## src/sv/tdq_pkg.sv

```systemverilog
`timescale 1ns / 1ps
// ----------------------------------------------------------------------------
// tdq_pkg
// shared types, codes and sizes of the timer deadline queue
// ----------------------------------------------------------------------------
package tdq_pkg;

  localparam int MaxTimers = 16;
  localparam int MaxFires  = 16;
  localparam int SlotW     = $clog2(MaxTimers);
  localparam int FireCntW  = $clog2(MaxFires + 1);
  localparam int FireIdxW  = $clog2(MaxFires);
  localparam int TimeW     = 48;
  localparam int IdW       = 32;
  localparam int PeriodW   = 32;

  localparam logic [1:0] OpAdd     = 2'd0;
  localparam logic [1:0] OpRemove  = 2'd1;
  localparam logic [1:0] OpService = 2'd2;
  localparam logic [1:0] OpNop     = 2'd3;

  localparam logic [1:0] StOk       = 2'd0;
  localparam logic [1:0] StFull     = 2'd1;
  localparam logic [1:0] StNotFound = 2'd2;

  typedef struct packed {
    logic [1:0]         operation;
    logic [TimeW-1:0]   deadline;
    logic [PeriodW-1:0] period;
    logic [IdW-1:0]     target_id;
    logic [TimeW-1:0]   now;
  } in_req_t;

  typedef struct packed {
    logic [1:0]       status;
    logic [IdW-1:0]   assigned_id;
    logic             fired_valid;
    logic [IdW-1:0]   fired_id;
    logic             last;
    logic             armed;
    logic [TimeW-1:0] next_deadline;
  } out_rsp_t;

  // controller to datapath
  typedef struct packed {
    logic load;
    logic add;
    logic scan_init;
    logic scan_sum;
    logic scan_step;
    logic remove;
    logic fire;
    logic emit_next;
  } dp_cmd_t;

  // datapath to controller
  typedef struct packed {
    logic [1:0] op;
    logic       scan_last;
    logic       found;
    logic       fire_last;
    logic       emit_last;
  } dp_stat_t;

endpackage

```

## src/sv/timer_deadline_queue_core.sv

```systemverilog
`timescale 1ns / 1ps
// ----------------------------------------------------------------------------
// timer_deadline_queue_core
// table of software timers with add, remove and deadline-ordered service
// ----------------------------------------------------------------------------
// channel | direction | handshake               | payload
// in      | request   | in_valid_i / in_ready_o  | in_req_i  (in_req_t)
// out     | result    | out_valid_o / out_ready_i| out_rsp_o (out_rsp_t)
//
// one request at a time; every table walk visits one slot per cycle
// add / no-op: load, dispatch (add applied), summary walk, then the result
// remove: load, dispatch, search walk, apply (clear if found), summary walk
// service: load, dispatch, search + apply per pass, summary walk, results; one pass
//   per fired timer plus a closing pass that finds nothing, none after the 16th
// reset clears the valid map and the id counter at once, no sweep
// results hold while out_ready_i is low; no new request until the last goes
// ----------------------------------------------------------------------------
module timer_deadline_queue_core import tdq_pkg::*; (
  input  logic     clk_i,
  input  logic     rst_ni,
  input  logic     in_valid_i,
  output logic     in_ready_o,
  input  in_req_t  in_req_i,
  output logic     out_valid_o,
  input  logic     out_ready_i,
  output out_rsp_t out_rsp_o
);

  // command and status between sequencer and datapath
  dp_cmd_t  cmd;
  dp_stat_t stat;

  // sequencer: dispatch per operation, scan loop, summary walk, result drain
  tdq_ctrl u_ctrl (
    .clk_i       (clk_i),
    .rst_ni      (rst_ni),
    .in_valid_i  (in_valid_i),
    .in_ready_o  (in_ready_o),
    .out_valid_o (out_valid_o),
    .out_ready_i (out_ready_i),
    .stat_i      (stat),
    .cmd_o       (cmd)
  );

  // slots, best-candidate registers, fired id buffer and summary
  tdq_datapath u_dp (
    .clk_i     (clk_i),
    .rst_ni    (rst_ni),
    .in_req_i  (in_req_i),
    .cmd_i     (cmd),
    .stat_o    (stat),
    .out_rsp_o (out_rsp_o)
  );

endmodule

```

## src/sv/tdq_datapath.sv

```systemverilog
`timescale 1ns / 1ps
// ----------------------------------------------------------------------------
// tdq_datapath
// timer slots, scan unit, fired-id buffer and result fields
// ----------------------------------------------------------------------------
module tdq_datapath import tdq_pkg::*; (
  input  logic     clk_i,
  input  logic     rst_ni,
  input  in_req_t  in_req_i,
  input  dp_cmd_t  cmd_i,
  output dp_stat_t stat_o,
  output out_rsp_t out_rsp_o
);

  logic [MaxTimers-1:0] valid_q, valid_d;
  logic [IdW-1:0]       ident_q  [MaxTimers];
  logic [TimeW-1:0]     dl_q     [MaxTimers];
  logic [PeriodW-1:0]   per_q    [MaxTimers];
  logic [MaxTimers-1:0] done_q;
  logic [IdW-1:0]       fifo_q   [MaxFires];

  in_req_t              req_q;
  logic [IdW-1:0]       idc_q;
  logic [1:0]           st_q;
  logic [IdW-1:0]       aid_q;
  logic [SlotW-1:0]     idx_q;
  logic                 sum_q;
  logic                 found_q;
  logic [SlotW-1:0]     best_q;
  logic [TimeW-1:0]     best_dl_q;
  logic [IdW-1:0]       best_id_q;
  logic [PeriodW-1:0]   best_per_q;
  logic                 any_q;
  logic [TimeW-1:0]     early_q;
  logic [FireCntW-1:0]  n_q;
  logic [FireCntW-1:0]  k_q;

  // lowest free slot
  logic                 free_ok;
  logic [SlotW-1:0]     free_idx;
  always_comb begin
    free_ok  = 1'b0;
    free_idx = '0;
    for (int i = MaxTimers - 1; i >= 0; i--) begin
      if (!valid_q[i]) begin
        free_ok  = 1'b1;
        free_idx = SlotW'(i);
      end
    end
  end

  // current scan slot
  logic             cur_v;
  logic [TimeW-1:0] cur_dl;
  logic [IdW-1:0]   cur_id;
  logic             cand, better, rm_hit;
  assign cur_v  = valid_q[idx_q];
  assign cur_dl = dl_q[idx_q];
  assign cur_id = ident_q[idx_q];
  assign cand   = cur_v && !done_q[idx_q] && (cur_dl <= req_q.now);
  assign better = !found_q || (cur_dl < best_dl_q) ||
                  ((cur_dl == best_dl_q) && (cur_id < best_id_q));
  assign rm_hit = !found_q && cur_v && (cur_id == req_q.target_id);

  logic [TimeW:0]   resched_sum;
  logic [TimeW-1:0] resched;
  assign resched_sum = {1'b0, req_q.now} + {{(TimeW + 1 - PeriodW){1'b0}}, best_per_q};
  assign resched     = resched_sum[TimeW] ? {TimeW{1'b1}} : resched_sum[TimeW-1:0];

  always_comb begin
    valid_d = valid_q;
    if (cmd_i.add && (req_q.operation == OpAdd) && free_ok) valid_d[free_idx] = 1'b1;
    if (cmd_i.remove && found_q) valid_d[best_q] = 1'b0;
    if (cmd_i.fire && best_per_q == '0) valid_d[best_q] = 1'b0;
  end

  always_ff @(posedge clk_i or negedge rst_ni) begin
    if (!rst_ni) begin
      valid_q <= '0;
      idc_q   <= '0;
      idx_q   <= '0;
      sum_q   <= 1'b0;
      found_q <= 1'b0;
      any_q   <= 1'b0;
      n_q     <= '0;
      k_q     <= '0;
      done_q  <= '0;
    end else begin
      valid_q <= valid_d;
      if (cmd_i.load) begin
        n_q    <= '0;
        done_q <= '0;
      end
      if (cmd_i.add && free_ok) idc_q <= idc_q + 1'b1;
      if (cmd_i.fire) begin
        done_q[best_q] <= 1'b1;
        n_q            <= n_q + 1'b1;
      end
      if (cmd_i.scan_init) begin
        idx_q   <= '0;
        sum_q   <= cmd_i.scan_sum;
        found_q <= 1'b0;
        any_q   <= 1'b0;
        k_q     <= '0;
      end else if (cmd_i.scan_step) begin
        idx_q <= idx_q + 1'b1;
        if (sum_q) begin
          if (cur_v && (!any_q || cur_dl < early_q)) any_q <= 1'b1;
        end else if (req_q.operation == OpRemove) begin
          if (rm_hit) found_q <= 1'b1;
        end else if (cand && better) begin
          found_q <= 1'b1;
        end
      end
      if (cmd_i.emit_next) k_q <= k_q + 1'b1;
    end
  end

  always_ff @(posedge clk_i) begin
    if (cmd_i.load) begin
      req_q <= in_req_i;
      st_q  <= StOk;
      aid_q <= '0;
    end
    if (cmd_i.add) begin
      if (free_ok) begin
        ident_q[free_idx] <= idc_q + 1'b1;
        dl_q[free_idx]    <= req_q.deadline;
        per_q[free_idx]   <= req_q.period;
        aid_q             <= idc_q + 1'b1;
      end else begin
        st_q <= StFull;
      end
    end
    if (cmd_i.remove && !found_q) st_q <= StNotFound;
    if (cmd_i.fire) begin
      fifo_q[n_q[FireIdxW-1:0]] <= best_id_q;
      if (best_per_q != '0) dl_q[best_q] <= resched;
    end
    if (cmd_i.scan_step) begin
      if (sum_q) begin
        if (cur_v && (!any_q || cur_dl < early_q)) early_q <= cur_dl;
      end else if (req_q.operation == OpRemove) begin
        if (rm_hit) best_q <= idx_q;
      end else if (cand && better) begin
        best_q     <= idx_q;
        best_dl_q  <= cur_dl;
        best_id_q  <= cur_id;
        best_per_q <= per_q[idx_q];
      end
    end
  end

  logic [FireCntW-1:0] cnt;
  assign cnt = (n_q == '0) ? FireCntW'(1) : n_q;

  assign stat_o.op        = req_q.operation;
  assign stat_o.scan_last = (idx_q == SlotW'(MaxTimers - 1));
  assign stat_o.found     = found_q;
  assign stat_o.fire_last = (n_q == FireCntW'(MaxFires - 1));
  assign stat_o.emit_last = (k_q == cnt - 1'b1);

  assign out_rsp_o.status        = st_q;
  assign out_rsp_o.assigned_id   = aid_q;
  assign out_rsp_o.fired_valid   = (n_q != '0);
  assign out_rsp_o.fired_id      = (n_q != '0) ? fifo_q[k_q[FireIdxW-1:0]] : '0;
  assign out_rsp_o.last          = stat_o.emit_last;
  assign out_rsp_o.armed         = any_q;
  assign out_rsp_o.next_deadline = any_q ? early_q : '0;

endmodule

```

## src/sv/tdq_ctrl.sv

```systemverilog
`timescale 1ns / 1ps
// ----------------------------------------------------------------------------
// tdq_ctrl
// sequencer for add, remove, service and summary scans
// ----------------------------------------------------------------------------
module tdq_ctrl import tdq_pkg::*; (
  input  logic     clk_i,
  input  logic     rst_ni,
  input  logic     in_valid_i,
  output logic     in_ready_o,
  output logic     out_valid_o,
  input  logic     out_ready_i,
  input  dp_stat_t stat_i,
  output dp_cmd_t  cmd_o
);

  localparam logic [2:0] StIdle  = 3'd0;
  localparam logic [2:0] StDisp  = 3'd1;
  localparam logic [2:0] StScan  = 3'd2;
  localparam logic [2:0] StApply = 3'd3;
  localparam logic [2:0] StSum   = 3'd4;
  localparam logic [2:0] StEmit  = 3'd5;

  logic [2:0] state_q, state_d;

  assign in_ready_o  = (state_q == StIdle);
  assign out_valid_o = (state_q == StEmit);

  always_comb begin
    state_d = state_q;
    cmd_o   = '0;
    unique case (state_q)
      StIdle: begin
        if (in_valid_i) begin
          cmd_o.load = 1'b1;
          state_d    = StDisp;
        end
      end
      StDisp: begin
        cmd_o.scan_init = 1'b1;
        if (stat_i.op == OpRemove || stat_i.op == OpService) begin
          state_d = StScan;
        end else begin
          cmd_o.add      = (stat_i.op == OpAdd);
          cmd_o.scan_sum = 1'b1;
          state_d        = StSum;
        end
      end
      StScan: begin
        cmd_o.scan_step = 1'b1;
        if (stat_i.scan_last) state_d = StApply;
      end
      StApply: begin
        cmd_o.scan_init = 1'b1;
        if (stat_i.op == OpRemove) begin
          cmd_o.remove   = 1'b1;
          cmd_o.scan_sum = 1'b1;
          state_d        = StSum;
        end else if (stat_i.found && !stat_i.fire_last) begin
          cmd_o.fire = 1'b1;
          state_d    = StScan;
        end else begin
          cmd_o.fire     = stat_i.found;
          cmd_o.scan_sum = 1'b1;
          state_d        = StSum;
        end
      end
      StSum: begin
        cmd_o.scan_step = 1'b1;
        if (stat_i.scan_last) state_d = StEmit;
      end
      StEmit: begin
        if (out_ready_i) begin
          cmd_o.emit_next = 1'b1;
          if (stat_i.emit_last) state_d = StIdle;
        end
      end
      default: state_d = StIdle;
    endcase
  end

  always_ff @(posedge clk_i or negedge rst_ni) begin
    if (!rst_ni) begin
      state_q <= StIdle;
    end else begin
      state_q <= state_d;
    end
  end

endmodule

```

## config.mk

```make
export PLATFORM = sky130hd
export DESIGN_NAME = timer_deadline_queue_core
export DESIGN_NICKNAME = d
export VERILOG_FILES = /design/src/sv/tdq_pkg.sv /design/src/sv/timer_deadline_queue_core.sv /design/src/sv/tdq_datapath.sv /design/src/sv/tdq_ctrl.sv
export SDC_FILE = /design/constraint.sdc
export NUM_CORES = 2
export LEC_CHECK = 0
export BUFFER_PORTS_ARGS = -buffer_cell sky130_fd_sc_hd__buf_2
export CELL_PAD_IN_SITES_DETAIL_PLACEMENT = 0
export CELL_PAD_IN_SITES_GLOBAL_PLACEMENT = 1
export CORE_MARGIN = 4
export CORE_UTILIZATION = 48
export DETAILED_ROUTE_END_ITERATION = 6
export PLACE_DENSITY_LB_ADDON = 0.12
export SLEW_MARGIN = 20
export SYNTH_ARGS = -nofsm -noshare
export SYNTH_HDL_FRONTEND = slang
export SYNTH_HIERARCHICAL = 1
export SYNTH_SLANG_ARGS = --single-unit
```

## constraint.sdc

```tcl
create_clock -name clk_i -period 10.1 [get_ports clk_i]
set_input_delay 0.505 -clock clk_i [delete_from_list [all_inputs] [get_ports clk_i]]
set_output_delay 0.505 -clock clk_i [all_outputs]
set_load 0.005 [all_outputs]
```

==> key figures <==
Timing
  – Final Hold Viols: 0
  – Final period utilization: about 67%
  – FMAX: 148 MHz
  – Endpoints failing setup: 0
  – Slew Limit Headroom: about a fifth
  – Max-slew violation count: 0
  – RSZ-0062 raised after global routing: false
  – Period minus WS final: slightly below 7 ns
  – Worst Tran Pin Value: around 1.2 ns
  – Post-route setup TNS: 0 ns
  – Clock Skew: about 0.091 ns

Floorplanning
  – Initial Util: 48.4%
  – Die Width: 507 um
  – # IOs: 285
  – Area of the die: 0.257 mm2
  – # rows: 182
  – Die Ht: 507 um
  – Core Area: 0.247 mm2

Pwr
  – VDD IR max: 268 uV
  – Power Dens Cells: 252 mW/mm2
  – Pleak: 47.1 nW

Hold path
  – Min-Delay Path Class: input pin to flop
  – Hold Path Sink: u_dp/k_q[2]
  – WHS Path Cells: 5
  – Hold path startpoint: out_ready_i

Cells and area
  – Nets: around 8,400
  – Area Growth Syn to Fin: 14.0%
  – Final core occ: a little under three fifths
  – Filler cells: 19,524
  – Final std cells w/o fill: 11,611
  – Share of cells above drive strength 1: between 10% and 20%

Yosys
  – Post-synth ARST share: 3.06%
  – Post-Syn Instances: 7,698
  – Syn_nets: 8,082
  – Synth cell types: 95
  – Post-synth EDFFs: 2,630
  – Mean Syn Cell Area: between 15 and 20 um2
  – Synth area leaders: edfxtp_1 (66%), mux4_2 (11%), o21ai_0 (3.9%)
  – FF+latch count, synth: 2,748
  – Yosys top cell by area: edfxtp_1
  – Most frequent cell after synthesis: edfxtp_1
  – Main flop type after synthesis: edfxtp_1
  – Post-synthesis sequential area ratio: 68.4%
  – Yosys warning total: 6
  – Mapped cell area: around 0.12 mm2
  – Post-synth top area share: 66.1%
  – Top cells by count, synth: edfxtp_1 (2,630), nand2_1 (982), o21ai_0 (931)

CTS
  – Clk_lat worst skew: 0.97 ns
  – CTS H-tree depth: 5
  – Clock-pin transition on the worst setup and hold timing paths: 0.06 ns
  – Clock Sinks: 2,748
  – Clock root cell: clkbuf_16
  – CTS tree: yes
  – TritonCTS buffer count: 311
  – Post-cts sizing count: 0
  – Clock buffer depth: 4

Critical path
  – RR Endpoint: u_dp/best_dl_q[40]
  – Crit end category: flop
  – CP required: 10.62 ns
  – Crit path max fanout: 48
  – R2R Setup Slk: 3.33 ns
  – Critical path data arrival time: ~7.3 ns
  – Worst r2r src: u_dp/idx_q[0]
  – Crit Path Category: flop to flop
  – Worst setup SP type: flop
  – R2R depth: 13

GRT
  – Largest net degree at the start of global routing: 140
  – Total GRT Usage: roughly 28%
  – Number of global-route vias before repair: 69,191
  – GRT overflow: 0
  – Initial antenna violation count: 25
  – First-pass GRT wire length: 510,000 um

Placed design
  – GPL Wtd Cong: 0.873
  – DP Cell Count: about 11,000
  – I/O Buffers: 284
  – Detail Placement HPWL: 208,000 um

Route
  – 1st-iter DRT viols: ~8,400
  – Vias post-DR: 70,710
  – Number of vias per cell: 6.09
  – DR WL/cell: 30.9 um
  – DRC Markers: 0
  – WL final: 359,000 um
  – ANT nets after route: 0
  – DRT Pass-1 Iters: 6

Run
  – Max-Cap Viols: 0

Run status
  – Status: finished, final reports clean
worst max-delay path, cell delays in order (launching register included):
cell and delay [ns]:
dfrtp_4 0.70, buf_4 0.55, mux4_2 0.57, mux4_2 0.58
ha_1 0.34, nand4_1 0.21, nor4_1 0.80, nand2_1 0.12
nor3_1 0.56, o2111ai_1 0.19, or3_1 0.41, a211o_1 0.39
nor2_4 0.13, buf_4 0.67
metal layers:
layer / track usage [%] / up-vias / share of wire (%)
li1: - / 30416 / -
met1: 40.3 / 36468 / 42
met2: 43.0 / 3261 / 47
met3: 4.50 / 559 / 8.4
met4: 9.23 / 6 / 3.4
met5: 0 / - / 0.011
area by class of cell:
class	count	area, um2	area share (%)
clock inverter	151	1310	0.961
antenna	18	45.0	0.0331
multi-input combinational	4146	35300	25.9
tap	3312	4140	3.04
inverter	232	878	0.645
sequential	2748	81800	60.0
timing repair buffer	617	4550	3.34
clock buffer	387	8200	6.02
how the worst max path moves through the flow:
| stage | start | endpoint | slack, ns | depth (start not counted) |
|---|---|---|---|---|
| 4_1_cts | u_dp/idx_q[0] | u_dp/best_dl_q[36] | 3.19 | 13 |
| 2_1_floorplan | u_dp/idx_q[0] | u_dp/best_dl_q[0] | 0.13 | 18 |
| 3_3_place_gp | u_dp/idx_q[0] | u_dp/best_dl_q[18] | 3.22 | 13 |
| 6_report | u_dp/idx_q[0] | u_dp/best_dl_q[40] | 3.33 | 13 |
| 3_5_place_dp | u_dp/idx_q[0] | u_dp/best_dl_q[35] | 3.21 | 13 |
| 5_1_grt | u_dp/idx_q[3] | u_dp/best_dl_q[36] | 3.06 | 14 |
cells by family after synthesis:
family	count (synthesis)	synth area share, %
xor+xnor	129	0.945
buf+inv	804	2.74
flops	2748	68.4
compound gates	1401	6.62
simple gates	1589	5.84
mux	809	13.2
fa+ha+maj	218	2.29
cell usage in the layout, fill, tap and decap left out, drive strengths merged, types with 34 or more instances in the layout:
cell type    count
edfxtp        2630
a211oi          50
dfrtp           84
ha             217
dlygate4sd3    166
mux2            40
nor2           202
o21ai          942
nor3            38
a21o            62
nand3           64
inv            238
a21oi          151
mux4           599
buf            451
and2            61
xor2            47
clkbuf         387
clkinv         121
nand2          982
dfxtp           34
mux2i          170
nand4           67
o221ai          36
xnor2           82
report_power, final:
group / switching [mW] / internal (mW)
logic: 5.57 / 4.00
clock network: 4.44 / 6.27
registers: 0.722 / 13.3
total: 10.7 / 23.6
through the flow:
stage               worst slack (ns)  instance area, um2  hold WS (ns)  power, mW
finish                          3.33              136000         0.156       34.3
global route                    3.06              136000         0.120       35.9
CTS                             3.19              136000        0.0713       34.6
detailed placement              3.21              125000         0.439       23.8
global placement                3.22              125000         0.434       23.6
floorplan                      0.128              120000         0.209       20.7
flip-flops by register name, indices dropped and copies added, names as in the netlist, 2 cells and up:
signal and count:
u_ctrl/state_q 3, u_dp/aid_q 32, u_dp/best_dl_q 48, u_dp/best_id_q 32, u_dp/best_per_q 32, u_dp/best_q 4, u_dp/dl_q 768, u_dp/done_q 16
u_dp/early_q 48, u_dp/fifo_q 512, u_dp/idc_q 32, u_dp/ident_q 512, u_dp/idx_q 4, u_dp/k_q 5, u_dp/n_q 5, u_dp/per_q 512
u_dp/req_q 160, u_dp/st_q 2, u_dp/stat_o 2, u_dp/valid_q 16
what timing repair did:
action | in CTS | in global routing
setup buffers | 0 | 0
hold buffers | 166 | 0
endpoints found under the hold margin | 181 | 0
Power figures use the tool's default switching activity.
